## config.mk

```make
export PLATFORM = sky130hd
export DESIGN_NAME = midi_message_assembler
export DESIGN_NICKNAME = d
export VERILOG_FILES = /design/src/rtl/mam_pkg.sv /design/src/rtl/mam_front.sv /design/src/rtl/mam_queue.sv /design/src/rtl/mam_back.sv /design/src/rtl/midi_message_assembler.sv
export SDC_FILE = /design/constraint.sdc
export NUM_CORES = 1
export LEC_CHECK = 0
export BUFFER_PORTS_ARGS = -buffer_cell sky130_fd_sc_hd__buf_2
export CORE_MARGIN = 3
export CORE_UTILIZATION = 31
export CTS_CLUSTER_DIAMETER = 40
export CTS_CLUSTER_SIZE = 24
export DETAILED_ROUTE_END_ITERATION = 8
export SKIP_LAST_GASP = 1
export SLEW_MARGIN = 10
export SYNTH_ARGS = -nofsm -noshare
export SYNTH_HDL_FRONTEND = slang
export SYNTH_SLANG_ARGS = --single-unit
```

## constraint.sdc

```tcl
create_clock -name clk -period 3.6 [get_ports clk]
set_input_delay 0.36 -clock clk [delete_from_list [all_inputs] [get_ports clk]]
set_output_delay 0.36 -clock clk [all_outputs]
set_load 0.02 [all_outputs]
```

## src/rtl/mam_pkg.sv

```systemverilog
package mam_pkg;

    // Result kinds as they appear on the out_kind port.
    localparam logic [1:0] KIND_SINGLE = 2'd0;
    localparam logic [1:0] KIND_SYSEX  = 2'd1;
    localparam logic [1:0] KIND_MULTI  = 2'd2;

    // MIDI byte values that the parser treats specially.
    localparam logic [7:0] BYTE_SYSEX_START = 8'hF0;
    localparam logic [7:0] BYTE_MTC_QF      = 8'hF1;
    localparam logic [7:0] BYTE_SONG_POS    = 8'hF2;
    localparam logic [7:0] BYTE_SONG_SEL    = 8'hF3;
    localparam logic [7:0] BYTE_SYSEX_END   = 8'hF7;
    localparam logic [3:0] NIB_PROG_CHANGE  = 4'hC;
    localparam logic [3:0] NIB_CHAN_PRESS   = 4'hD;
    localparam logic [3:0] NIB_SYSTEM       = 4'hF;

    // Depth of the message queue between the parser and the serializer.
    localparam int QUEUE_DEPTH = 2;
    localparam int QPTR_W      = (QUEUE_DEPTH > 1) ? $clog2(QUEUE_DEPTH) : 1;
    localparam int QCNT_W      = $clog2(QUEUE_DEPTH + 1);

    // One dispatched message: up to three bytes, all of one kind.
    typedef struct packed {
        logic [7:0] byte0;
        logic [7:0] byte1;
        logic [7:0] byte2;
        logic [1:0] last_idx;
        logic [1:0] kind;
    } msg_desc_t;

endpackage

```

## src/rtl/mam_front.sv

```systemverilog
module mam_front
    import mam_pkg::*;
(
    input  logic       clk,
    input  logic       rst_n,
    input  logic       accept,
    input  logic [7:0] in_byte,
    output logic       emit,
    output msg_desc_t  desc
);

    localparam logic [1:0] MODE_IDLE  = 2'd0;
    localparam logic [1:0] MODE_SYSEX = 2'd1;
    localparam logic [1:0] MODE_ONE   = 2'd2;
    localparam logic [1:0] MODE_TWO   = 2'd3;

    logic [1:0] mode_reg, mode_next;
    logic [1:0] fill_reg, fill_next;
    logic [7:0] s0_reg, s0_next;
    logic [7:0] s1_reg, s1_next;
    logic [7:0] s2_reg, s2_next;
    logic [1:0] need;
    logic [1:0] idx;
    logic [1:0] idx_p1;
    logic       res;

    always_comb
    begin
        mode_next     = mode_reg;
        fill_next     = fill_reg;
        s0_next       = s0_reg;
        s1_next       = s1_reg;
        s2_next       = s2_reg;
        res           = 1'b0;
        desc.byte0    = in_byte;
        desc.byte1    = s1_reg;
        desc.byte2    = in_byte;
        desc.last_idx = 2'd0;
        desc.kind     = KIND_SINGLE;
        need          = (mode_reg == MODE_ONE) ? 2'd2 : 2'd3;
        idx           = fill_reg;
        if ((idx == 2'd0) || (idx >= need))
        begin
            idx = 2'd1;
        end
        idx_p1 = idx + 2'd1;

        if (mode_reg == MODE_SYSEX)
        begin
            if (in_byte == BYTE_SYSEX_END)
            begin
                mode_next = MODE_IDLE;
                fill_next = 2'd0;
            end
            res       = 1'b1;
            desc.kind = KIND_SYSEX;
        end
        else if (in_byte[7])
        begin
            if (in_byte[7:4] != NIB_SYSTEM)
            begin
                if ((in_byte[7:4] == NIB_PROG_CHANGE) || (in_byte[7:4] == NIB_CHAN_PRESS))
                begin
                    mode_next = MODE_ONE;
                end
                else
                begin
                    mode_next = MODE_TWO;
                end
                s0_next   = in_byte;
                fill_next = 2'd1;
            end
            else
            begin
                case (in_byte)
                    BYTE_SYSEX_START:
                    begin
                        mode_next = MODE_SYSEX;
                        fill_next = 2'd0;
                        res       = 1'b1;
                        desc.kind = KIND_SYSEX;
                    end
                    BYTE_MTC_QF, BYTE_SONG_SEL:
                    begin
                        mode_next = MODE_ONE;
                        s0_next   = in_byte;
                        fill_next = 2'd1;
                    end
                    BYTE_SONG_POS:
                    begin
                        mode_next = MODE_TWO;
                        s0_next   = in_byte;
                        fill_next = 2'd1;
                    end
                    BYTE_SYSEX_END:
                    begin
                        mode_next = MODE_IDLE;
                        fill_next = 2'd0;
                        res       = 1'b1;
                    end
                    default:
                    begin
                        res = 1'b1;
                    end
                endcase
            end
        end
        else if ((mode_reg == MODE_ONE) || (mode_reg == MODE_TWO))
        begin
            // Store the data byte; when the message is complete, send it and
            // keep the status byte for running status.
            if (idx == 2'd1)
            begin
                s1_next = in_byte;
            end
            else
            begin
                s2_next = in_byte;
            end
            if (idx_p1 < need)
            begin
                fill_next = idx_p1;
            end
            else
            begin
                res        = 1'b1;
                desc.byte0 = s0_reg;
                desc.kind  = KIND_MULTI;
                if (mode_reg == MODE_ONE)
                begin
                    desc.byte1    = in_byte;
                    desc.last_idx = 2'd1;
                end
                else
                begin
                    desc.last_idx = 2'd2;
                end
                fill_next = 2'd1;
            end
        end
    end

    assign emit = accept & res;

    always_ff @(posedge clk or negedge rst_n)
    begin
        if (!rst_n)
        begin
            mode_reg <= MODE_IDLE;
            fill_reg <= 2'd0;
        end
        else if (accept)
        begin
            mode_reg <= mode_next;
            fill_reg <= fill_next;
        end
    end

    always_ff @(posedge clk)
    begin
        if (accept)
        begin
            s0_reg <= s0_next;
            s1_reg <= s1_next;
            s2_reg <= s2_next;
        end
    end

endmodule

```

## src/rtl/mam_queue.sv

```systemverilog
module mam_queue
    import mam_pkg::*;
(
    input  logic      clk,
    input  logic      rst_n,
    input  logic      wr_en,
    input  msg_desc_t wr_data,
    output logic      full,
    input  logic      rd_en,
    output logic      rd_valid,
    output msg_desc_t rd_data
);

    msg_desc_t          entry_reg [QUEUE_DEPTH];
    logic [QPTR_W-1:0]  wr_ptr_reg, wr_ptr_next;
    logic [QPTR_W-1:0]  rd_ptr_reg, rd_ptr_next;
    logic [QCNT_W-1:0]  count_reg, count_next;

    assign full     = (count_reg == QCNT_W'(QUEUE_DEPTH));
    assign rd_valid = (count_reg != '0);
    assign rd_data  = entry_reg[rd_ptr_reg];

    always_comb
    begin
        wr_ptr_next = wr_ptr_reg;
        rd_ptr_next = rd_ptr_reg;
        count_next  = count_reg;
        if (wr_en)
        begin
            wr_ptr_next = (wr_ptr_reg == QPTR_W'(QUEUE_DEPTH - 1))
                        ? '0 : wr_ptr_reg + QPTR_W'(1);
        end
        if (rd_en)
        begin
            rd_ptr_next = (rd_ptr_reg == QPTR_W'(QUEUE_DEPTH - 1))
                        ? '0 : rd_ptr_reg + QPTR_W'(1);
        end
        if (wr_en && !rd_en)
        begin
            count_next = count_reg + QCNT_W'(1);
        end
        else if (rd_en && !wr_en)
        begin
            count_next = count_reg - QCNT_W'(1);
        end
    end

    always_ff @(posedge clk or negedge rst_n)
    begin
        if (!rst_n)
        begin
            wr_ptr_reg <= '0;
            rd_ptr_reg <= '0;
            count_reg  <= '0;
        end
        else
        begin
            wr_ptr_reg <= wr_ptr_next;
            rd_ptr_reg <= rd_ptr_next;
            count_reg  <= count_next;
        end
    end

    always_ff @(posedge clk)
    begin
        if (wr_en)
        begin
            entry_reg[wr_ptr_reg] <= wr_data;
        end
    end

endmodule

```

## src/rtl/mam_back.sv

```systemverilog
module mam_back
    import mam_pkg::*;
(
    input  logic       clk,
    input  logic       rst_n,
    input  logic       q_valid,
    input  msg_desc_t  q_data,
    output logic       q_pop,
    output logic       empty,
    input  logic       pop,
    output logic [7:0] out_byte,
    output logic [1:0] out_kind,
    output logic       last_of_run
);

    logic       valid_reg, valid_next;
    msg_desc_t  desc_reg, desc_next;
    logic [1:0] idx_reg, idx_next;
    logic       done;

    assign empty       = !valid_reg;
    assign last_of_run = (idx_reg == desc_reg.last_idx);
    assign out_kind    = desc_reg.kind;
    assign done        = valid_reg && pop && last_of_run;
    assign q_pop       = q_valid && (!valid_reg || done);

    always_comb
    begin
        case (idx_reg)
            2'd0:    out_byte = desc_reg.byte0;
            2'd1:    out_byte = desc_reg.byte1;
            default: out_byte = desc_reg.byte2;
        endcase
    end

    always_comb
    begin
        valid_next = valid_reg;
        desc_next  = desc_reg;
        idx_next   = idx_reg;
        if (q_pop)
        begin
            valid_next = 1'b1;
            desc_next  = q_data;
            idx_next   = 2'd0;
        end
        else if (done)
        begin
            valid_next = 1'b0;
        end
        else if (valid_reg && pop)
        begin
            idx_next = idx_reg + 2'd1;
        end
    end

    always_ff @(posedge clk or negedge rst_n)
    begin
        if (!rst_n)
        begin
            valid_reg <= 1'b0;
            idx_reg   <= 2'd0;
        end
        else
        begin
            valid_reg <= valid_next;
            idx_reg   <= idx_next;
        end
    end

    always_ff @(posedge clk)
    begin
        desc_reg <= desc_next;
    end

endmodule

```

## src/rtl/midi_message_assembler.sv

```systemverilog
// The first result byte of a transaction is registered in the message queue and then in the
// output stage before it is on the output ports, when the output stage is free.
// Throughput: one input transaction per cycle while the two-entry message queue has room, and
// one result byte per cycle while pop is held; a message holds the output until its last byte.
// Reset (rst_n low, asynchronous) returns the parser to idle, clears the fill count, the queue
// and the output stage; the message store keeps its contents and is always written before use.
module midi_message_assembler
    import mam_pkg::*;
(
    input  logic       clk,
    input  logic       rst_n,
    input  logic       push,
    output logic       full,
    input  logic [7:0] in_byte,
    output logic       empty,
    input  logic       pop,
    output logic [7:0] out_byte,
    output logic [1:0] out_kind,
    output logic       last_of_run
);

    // The parser classifies every accepted byte and updates the assembly
    // state in the same cycle. Any byte that causes output turns into one
    // message descriptor, which holds all bytes of the message at once.
    logic      accept;
    logic      emit;
    msg_desc_t front_desc;

    // Queue handshake between the parser and the serializer.
    logic      q_full;
    logic      q_valid;
    logic      q_pop;
    msg_desc_t q_data;

    // The input side stalls only when the queue is full, so a transaction
    // that produces no output is also held back then. This keeps the parser
    // free of any look-ahead on whether the byte will produce output.
    assign full   = q_full;
    assign accept = push && !q_full;

    mam_front u_front
    (
        .clk     (clk),
        .rst_n   (rst_n),
        .accept  (accept),
        .in_byte (in_byte),
        .emit    (emit),
        .desc    (front_desc)
    );

    mam_queue u_queue
    (
        .clk      (clk),
        .rst_n    (rst_n),
        .wr_en    (emit),
        .wr_data  (front_desc),
        .full     (q_full),
        .rd_en    (q_pop),
        .rd_valid (q_valid),
        .rd_data  (q_data)
    );

    // The serializer walks through the bytes of one descriptor, one output
    // transaction per byte, and marks the final byte with last_of_run. It
    // loads the next descriptor in the same cycle that the final byte is
    // taken, so back-to-back messages leave no gap on the output.
    mam_back u_back
    (
        .clk         (clk),
        .rst_n       (rst_n),
        .q_valid     (q_valid),
        .q_data      (q_data),
        .q_pop       (q_pop),
        .empty       (empty),
        .pop         (pop),
        .out_byte    (out_byte),
        .out_kind    (out_kind),
        .last_of_run (last_of_run)
    );

endmodule
```

# Yosys cells after proc, flatten, opt, wreduce, memory -nomap -nowiden
# Memories as Yosys holds them, arrays and structs flattened. A register that Yosys moved wholly into a read port is not among the register bits.
# Index checks and enable logic that the tools add are counted.
[totals]
register_bits = 25
latchBits = 0
ram_bits = 56
rom_bits = 0
in_bits = 12
output_inout_bits = 13
word_cells = 119
memories = 1
[op_classes]
add_sub_neg = 6
n_mul = 0
n_div = 0
n_lt_le_gt_ge = 2
eq_ne = 18
n_shift = 0
muxes = 48
bitwise_logic = 3
reduce_logical = 32
[mem_list]
columns = ["name", "depth", "width", "read_ports", "rd_clocked_by_memory_dff", "wr", "line_no", "text"]
rows = [
  ["u_queue.entry_reg", 2, 28, 1, 1, 1, "mam_queue.sv:14", "msg_desc_t entry_reg [QUEUE_DEPTH];"],
]
[ops]
columns = ["op", "count"]
rows = [
  ["2-to-1 mux 16 bit", 4],
  ["2-to-1 mux 2 bit", 21],
  ["== test 8 bit, second input constant", 5],
  ["2-to-1 mux 7 bit", 3],
  ["one-hot mux 8 bit (2 select lines)", 1],
  ["2-to-1 mux 1 bit", 15],
  ["AND reduction 4 bit", 3],
  ["nonzero test 2 bit", 6],
  ["== test 4 bit, second input constant", 2],
  ["2-to-1 mux 4 bit", 2],
  ["one-hot mux 2 bit (4 select lines)", 1],
  ["adder 2 x 1 -> 2 bit, second input constant", 3],
  ["== test 2 x 1 -> 1 bit, second input constant", 3],
  ["== test 2 bit, second input constant", 3],
  ["logical AND 1 bit", 6],
  ["!= test 5 x 3 -> 1 bit, second input constant", 1],
  ["AND reduction 5 bit", 1],
  ["nonzero test 5 bit", 1],
  ["logical NOT 1 bit", 4],
  ["logical NOT 2 bit", 2],
  ["logical OR 1 bit", 4],
  ["!= test 2 bit, second input constant", 2],
  ["!= test 4 bit, second input constant", 1],
  ["one-hot mux 2 bit (2 select lines)", 1],
  ["other kinds (11)", 14],
]

# Longest topological paths before layout
# Gate-level depths: netlist of the first run.
[logic_depth]
word_depth = 16
depth_mapped = 13
ltp_nobuf = 12

# By module
# Synthesis of the first run repeated with hierarchy kept, for this count alone.
[unflattened]
hier_cells = 282
hier_area_um2 = 4647.0
[modules_own_cells]
columns = ["module", "instances", "cells_each", "area_each_um2", "seq_area_each_um2"]
rows = [
  ["mam_queue", 1, 103, 2257.2, 1781.7],
  ["mam_back", 1, 81, 1214.9, 915.9],
  ["mam_front", 1, 97, 1161.1, 520.5],
  ["midi_message_assembler", 1, 1, 13.8, 0.0],
]

# Least setup slack after synthesis of the first run
# Ideal clock, no wire load.
[synth_path]
kind = "register to register"
start = "register u_front.mode_reg[0]"
end = "memory u_queue.entry_reg[1][0] (netlist name) (enable)"
setup_time_ps = 386
t_arrival_ps = 3213
required_ps = 3214
path_slack_ps = 1
path_stages_with_launch = 11
n_path_buf = 1
period_less_slack_ps = 3599
path_cell_list = "dfrtp_1 inv_1 nand2_1 ha_1 nand4bb_1 clkbuf_4 ha_1 or3b_4 a21oi_4 o31a_4 and2_1"
[synth_via]
elab_chain_cells = 14
elab_cells_between_ends = 17
cone_classes = "add/sub: 1; order compare: 2; eq/ne: 3; mux: 8; bitwise: 1; reduce/logical: 2"
[synth_lines]
columns = ["element", "line_no", "text"]
rows = [
  ["start, declared", "mam_front.sv:17", "logic [1:0] mode_reg, mode_next;"],
  ["start signal, assigned", "mam_front.sv:154", "mode_reg <= mode_next;"],
  ["== test 2 bit", "mam_front.sv:40, mam_front.sv:108", ""],
  ["2-to-1 mux 1 bit", "mam_front.sv:40", "need = (mode_reg == MODE_ONE) ? 2'd2 : 2'd3;"],
  [">= comparator 2 bit", "mam_front.sv:42", "if ((idx == 2'd0) || (idx >= need))"],
  ["logical OR 1 bit", "mam_front.sv:42", ""],
  ["2-to-1 mux 2 bit", "mam_front.sv:42", ""],
  ["adder 2 x 1 -> 2 bit", "mam_front.sv:46", "idx_p1 = idx + 2'd1;"],
  ["less-than comparator 2 bit", "mam_front.sv:120", "if (idx_p1 < need)"],
  ["2-to-1 mux 1 bit", "mam_front.sv:120", ""],
  ["2-to-1 mux 1 bit", "mam_front.sv:108", "else if ((mode_reg == MODE_ONE) || (mode_reg == MODE_TWO))"],
  ["2-to-1 mux 1 bit", "mam_front.sv:58", "else if (in_byte[7])"],
  ["2-to-1 mux 1 bit (*)", "mam_front.sv:48", "if (mode_reg == MODE_SYSEX)"],
  ["bitwise AND 1 bit (*)", "mam_front.sv:143", "assign emit = accept & res;"],
  ["2-to-1 mux 1 bit (*)", "mam_queue.sv:66", "if (wr_en)"],
  ["2-to-1 mux 1 bit (implied by the code) (*)", "mam_queue.sv:68", "entry_reg[wr_ptr_reg] <= wr_data;"],
  ["end, declared", "mam_queue.sv:14", ""],
]
# Every way passes the cells marked *; elsewhere a longest branch is shown, timed or not.

# Final worst setup path of the first run
[layout_path]
start = "register u_front.mode_reg[0]"
end = "memory u_queue.entry_reg[1][25] (netlist name) (enable)"
# Same word-level chain as after synthesis.

==> results of run 1 <==
## where the power goes
part	internal (mW)	leakage, nW	switching, mW	total [mW]
Combinational	0.544	0.614	0.725	1.27
Sequential	1.75	0.996	0.190	1.94
Clock	0.489	0.142	0.460	0.949
Total	2.78	1.75	1.37	4.16
## worst max-delay path, delay by kind of cell (launching register included)
kind	cells	cell delay, ns
buffers and inverters	2	0.39
AOI/OAI and AO/OA	2	0.33
and+or+nand+nor	4	1.11
DFF	1	0.47
adders and majority gates	2	0.79
## cells in the mapped netlist (2+ instances only)
master | n | area [um^2]
edfxtp_1 | 95 | 2850
mux2_2 | 40 | 450
nand2_1 | 22 | 82.6
dfrtp_1 | 11 | 275
inv_1 | 9 | 33.8
nor2_1 | 8 | 30.0
a22oi_1 | 7 | 52.6
a21oi_1 | 5 | 25.0
ha_1 | 5 | 62.6
clkbuf_1 | 4 | 15.0
xnor2_1 | 4 | 35.0
a211o_1 | 3 | 26.3
buf_2 | 3 | 15.0
xor2_1 | 3 | 26.3
and2_1 | 2 | 12.5
buf_4 | 2 | 15.0
nand3_1 | 2 | 10.0
nor3_1 | 2 | 10.0
nor4_1 | 2 | 12.5
nor4b_1 | 2 | 17.5
o21ai_0 | 2 | 10.0
## worst max-delay path by stage
stage,endpoint,cells after the start
after floorplan,u_queue.entry_reg[1][0],10
after global routing,u_queue.entry_reg[0][12],10
after detailed placement,u_queue.entry_reg[1][7],10
after global placement,u_queue.entry_reg[1][8],10
final,u_queue.entry_reg[1][25],10
after CTS,u_queue.entry_reg[1][5],10
## through the flow
step	cell area (um^2)	cells
final	5000	474
after global routing	5000	474
after CTS	5000	474
after detailed placement	4700	457
after global placement	4700	457
after floorplan	4330	261
## kinds of logic after synthesis
| group | Yosys count | share of synthesized area, % |
|---|---|---|
| AOI/OAI and AO/OA | 29 | 5.29 |
| xor gates and xnor gates | 8 | 1.79 |
| muxes | 41 | 10.6 |
| adders and majority gates | 5 | 1.44 |
| DFF | 106 | 72.2 |
| and+or+nand+nor | 53 | 6.62 |
| buffers and inverters | 19 | 1.99 |
## layout by cell type, fill, tap and decap left out, types with 3 or more instances in the layout
cell type	Yosys	final
a21oi_1	5	4
inv_1	9	9
xnor2_1	4	4
buf_4	2	4
dfrtp_1	11	10
xor2_1	3	3
buf_2	3	24
nand2_1	22	22
mux2_2	40	40
clkbuf_16	0	9
nor2_1	8	8
a211o_1	3	3
inv_8	0	3
ha_1	5	5
edfxtp_1	95	95
a22oi_1	7	7
## layer usage
layer	vias up	share of wire (%)	GRT usage [%]
met5	-	0.094	0
met4	2	1.3	4.24
met3	10	5.0	2.63
met2	52	49	18.0
met1	1080	45	13.2
li1	1062	-	-
## area by class of cell
class	count	share of cell area, %
inverters	9	0.675
well taps	176	4.40
clock buffers	9	4.50
clock inverters	7	1.35
flip-flops and latches	106	62.5
multi-input cells	136	22.5
repair buffers	31	4.00
==> results.md, run 1 <==
* P per Cell Area at 831 nW/um^2
* CTS root buf: clkbuf_16
* Top_reg_cell synth: edfxtp_1
* Setup slack after layout at 0.205 ns
* Power after layout at 4.16 mW
* Capturing element type of the critical path: flip-flop
* Via density at 4.65
* CP max stage delay at 0.47 ns
* Synth async-reset ratio at 10.4%
* Count of final setup violators at 0
* Worst Skew at 0.00903 ns
* Resized cells post-CTS at 0
* Drt pass-1 iters at 4
* Starting Density at 32.2%
* CTS tree: yes
* Iter 0 DRT Violations at 178
* Initial antenna violation count at 1
* #FFs+latches synth at 106
* Core region area at 13,500 um^2
* Reg-to-reg critical path startpoint: u_front.mode_reg[0]
* Syn-to-layout area delta at 15.5%
* Netlist cell types at 49
* Cell Chain, Critical Path: inv_1 > nand2_1 > ha_1 > nand4bb_1 > ha_1 > or3b_4 > a21oi_4 > o31a_4 > and2_1 > buf_12
* Sequential area share after synthesis at 72.2%
* Count of hold-fix buffers inserted at cts at 1
* Hold Startpoint: in_byte[5]
* Crit path launch type: flip-flop
* Final WL at 7410 um
* Crit path kind: flip-flop to flip-flop
* Post-Synthesis Cell Area at 4330 um^2
* Fin. Hold Viols at 0
* Hold crit path type: input pin to flip-flop
* Wirelength per Cell at 15.6 um
* Hold path depth at 1
* Setup TNS at 0 ns
* Total GRT Usage at 10.7%
* Layout cells sized above 1 at 32.6%
* First-pass GRT wire length at 12,200 um
* Status: finished, final reports clean
* CTS buffer count at 9
* Number of remaining DRC errors at 0
* Filler cells at 1,267
* Final Wtd Congestion at 0.822
* Worst r2r dst: u_queue.entry_reg[1][25]
* Worst-path clk slew at 0.07 ns
* Slew headroom at 50.3%
* Clock tree buffer depth at 2
* Final #Nets at 310
* Final Util at 37.2%
* Reg2reg path depth at 10
* Place WS at 0.237 ns
* Vias post-DR at 2,206
* Crit path launch: u_front.mode_reg[0]
* Critical path's slowest cell: dfrtp_1
* Critical Path RT at 3.64 ns
* Max reg flops at 54
* Die Span X at 124 um
* Clock net sink count at 106
* RSZ-0062 raised after global routing: no
* Syn avg cell area at 16.6 um^2
* Post-route ant nets at 0
* Peak VDD IR at 0.260 mV
* Final HPWL DP at 4530 um
* Hold Path Sink: u_queue.entry_reg[0][9]
* Setup slack, reg-to-reg at 0.20 ns
* Die area at 15,400 um^2
* Synthesized net count at 278
* Crit Path Max Fanout at 27
* Register area at 3130 um^2
* Post-route clock period utilization at 94.3%
* Maximum number of pins on one net before global-route repair at 32
* Pins Over Slew Limit at 0
* Worst-Margin Slew at 0.743 ns
* Antenna cells at 0
* Leak at 1.75 nW
* IO buf count at 24
* Max frequency at 0.295 GHz
* WP data arrival at 3.43 ns
* Setup Fix Bufs, Post-CTS at 0
* Post-synth EDFFs at 95
* Die height at 124 um
* Footprint of the multi-input gates at 1130 um^2
* Post-layout min period at 3.40 ns
* Clock latency on the worst-skew pair at 0.34 ns
* Post-synthesis cell count at 261
* Maxcap violations at 0
* Worst hold slack at 0.301 ns
* YS warnings at 0
* Vias in the first global route at 2,274
* Crit path top cell by count: ha_1
* CTS H-tree depth at 3
* I/O pins at 25
* Core Rows at 42
* Gr ovfl total at 0
Note: power is estimated with default switching activity, not from simulation.
==> inputs of run 2 (changes only) <==
--- a/config.mk
+++ b/config.mk
@@ -6,7 +6,7 @@
 export NUM_CORES = 1
 export LEC_CHECK = 0
 export BUFFER_PORTS_ARGS = -buffer_cell sky130_fd_sc_hd__buf_2
-export CORE_MARGIN = 3
+export CORE_MARGIN = 1.5
 export CORE_UTILIZATION = 31
 export CTS_CLUSTER_DIAMETER = 40
 export CTS_CLUSTER_SIZE = 24
==> results.md, run 2 (synthesis gave the netlist of run 1 again) <==
* Peak VDD IR at 0.343 mV
* Final WL at 7590 um
* CTS buffer count at 9
* Die area at 14,700 um^2
* Maximum number of pins on one net before global-route repair at 32
* Core region area at 13,800 um^2
* Worst-Margin Slew at 0.755 ns
* CTS H-tree depth at 3
* Antenna cells at 0
* Met3 Use GR at 3.15%
* Final Wtd Congestion at 0.731
* Status: finished, final reports clean
* Worst Skew at 0.00970 ns
* Post-Layout Cell Count at 479
* Busiest grt layer: met2
* Final #Nets at 311
* Place WS at 0.229 ns
* Crit Path Max Fanout at 27
* Initial antenna violation count at 0
* Wirelength per Cell at 15.8 um
* RSZ-0062 raised after global routing: no
* Clock latency on the worst-skew pair at 0.34 ns
* Most frequent cells in the layout: edfxtp_1 (95), mux2_2 (40), buf_2 (24), nand2_1 (22), dfrtp_1 (11)
* First-pass GRT wire length at 11,800 um
* CTS tree: yes
* P per Cell Area at 830 nW/um^2
* Vias in the first global route at 2,256
* Count of final setup violators at 0
* Commonest non-fill, non-tap cell in the layout: edfxtp_1
* Critical Path RT at 3.63 ns
* Via density at 4.62
* Final HPWL DP at 4770 um
* Setup slack after layout at 0.172 ns
* IO buf count at 24
* Leak at 1.75 nW
* I/O pins at 25
* Vias post-DR at 2,212
* Worst-path clk slew at 0.07 ns
* Clock tree buffer depth at 2
* CTS root buf: clkbuf_16
* Number of remaining DRC errors at 0
* Clock net sink count at 106
* Setup Fix Bufs, Post-CTS at 0
* Slew headroom at 49.5%
* Starting Density at 31.4%
* Pins Over Slew Limit at 0
* Post-layout min period at 3.43 ns
* Maxcap violations at 0
* Layout cells sized above 1 at 32.1%
* Met1 Use GR at 12.9%
* Die height at 121 um
* Core Rows at 43
* Worst hold slack at 0.323 ns
* Post-route ant nets at 0
* WP data arrival at 3.46 ns
* Fin. Hold Viols at 0
* Crit path launch type: flip-flop
* Capturing element type of the critical path: flip-flop
* Drt pass-1 iters at 4
* Total GRT Usage at 10.8%
* Final Util at 36.3%
* Post-route clock period utilization at 95.2%
* Max reg flops at 54
* Hold crit path type: input pin to flip-flop
* Iter 0 DRT Violations at 146
* Crit path kind: flip-flop to flip-flop
* Cell total after placement at 462
* Setup TNS at 0 ns
* Syn-to-layout area delta at 15.5%
* Die Span X at 121 um
* M2 GR Usage at 18.6%
* Max frequency at 0.292 GHz
* Gr ovfl total at 0
-- run 2: cell count changes in the layout (fill, tap and decap cells not counted), sizes merged --
cell,delta
buf,+1
clkbuf,+1
clkinv,+1
clkinvlp,+1
inv,-3
-- run 2: final cells by class --
cell class	instances	area, um^2
Clock buffer	10	229
Clock inverter	6	52.6
Fill cell	1337	8770
Inverter	9	33.8
Multi-Input combinational cell	136	1130
Sequential cell	106	3130
Tap cell	180	225
Timing Repair Buffer	32	208
-- run 2: final timing paths --
path                                 startpoint                       end  slack [ns]  cells after the start
min in group asynchronous                 rst_n        u_queue.wr_ptr_reg        0.43                      2
max reg2reg                 u_front.mode_reg[0]  u_queue.entry_reg[1][23]        0.17                     10
max in group asynchronous                 rst_n       u_front.mode_reg[1]        2.96                      2
max                         u_front.mode_reg[0]  u_queue.entry_reg[1][23]        0.17                     10
min                                  in_byte[5]         u_front.s1_reg[5]        0.32                      1
min reg2reg                u_queue.count_reg[1]      u_queue.count_reg[1]        0.50                      1
-- run 2: through the flow --
stage | instance area (um^2) | power, mW
after global placement | 4710 | 3.24
after CTS | 5000 | 4.20
after detailed placement | 4710 | 3.29
final | 5000 | 4.15
after global routing | 5000 | 4.39
after floorplan | 4330 | 2.86
-- run 2: critical path: stages (launching register included) --
cell       delay [ns]
dfrtp_1          0.47
inv_1            0.20
nand2_1          0.14
ha_1             0.33
nand4bb_1        0.36
ha_1             0.46
or3b_4           0.44
a21oi_4          0.13
o31a_4           0.18
and2_1           0.17
buf_12           0.21
-- run 2: where the power goes --
group | switching, mW | internal, mW
clock network | 0.434 | 0.478
logic | 0.797 | 0.554
registers | 0.136 | 1.75
-- run 2: per-layer routing --
metal	vias to the layer above	share of wire, %
met2	56	51
met1	1094	44
met3	7	4.3
met4	0	1.4
li1	1055	-
met5	-	0
-- run 2: timing repair --
item / CTS / global route
gates resized for setup: 0 / 0
hold buffers: 1 / 0
hold endpoints to repair: 11 / 0
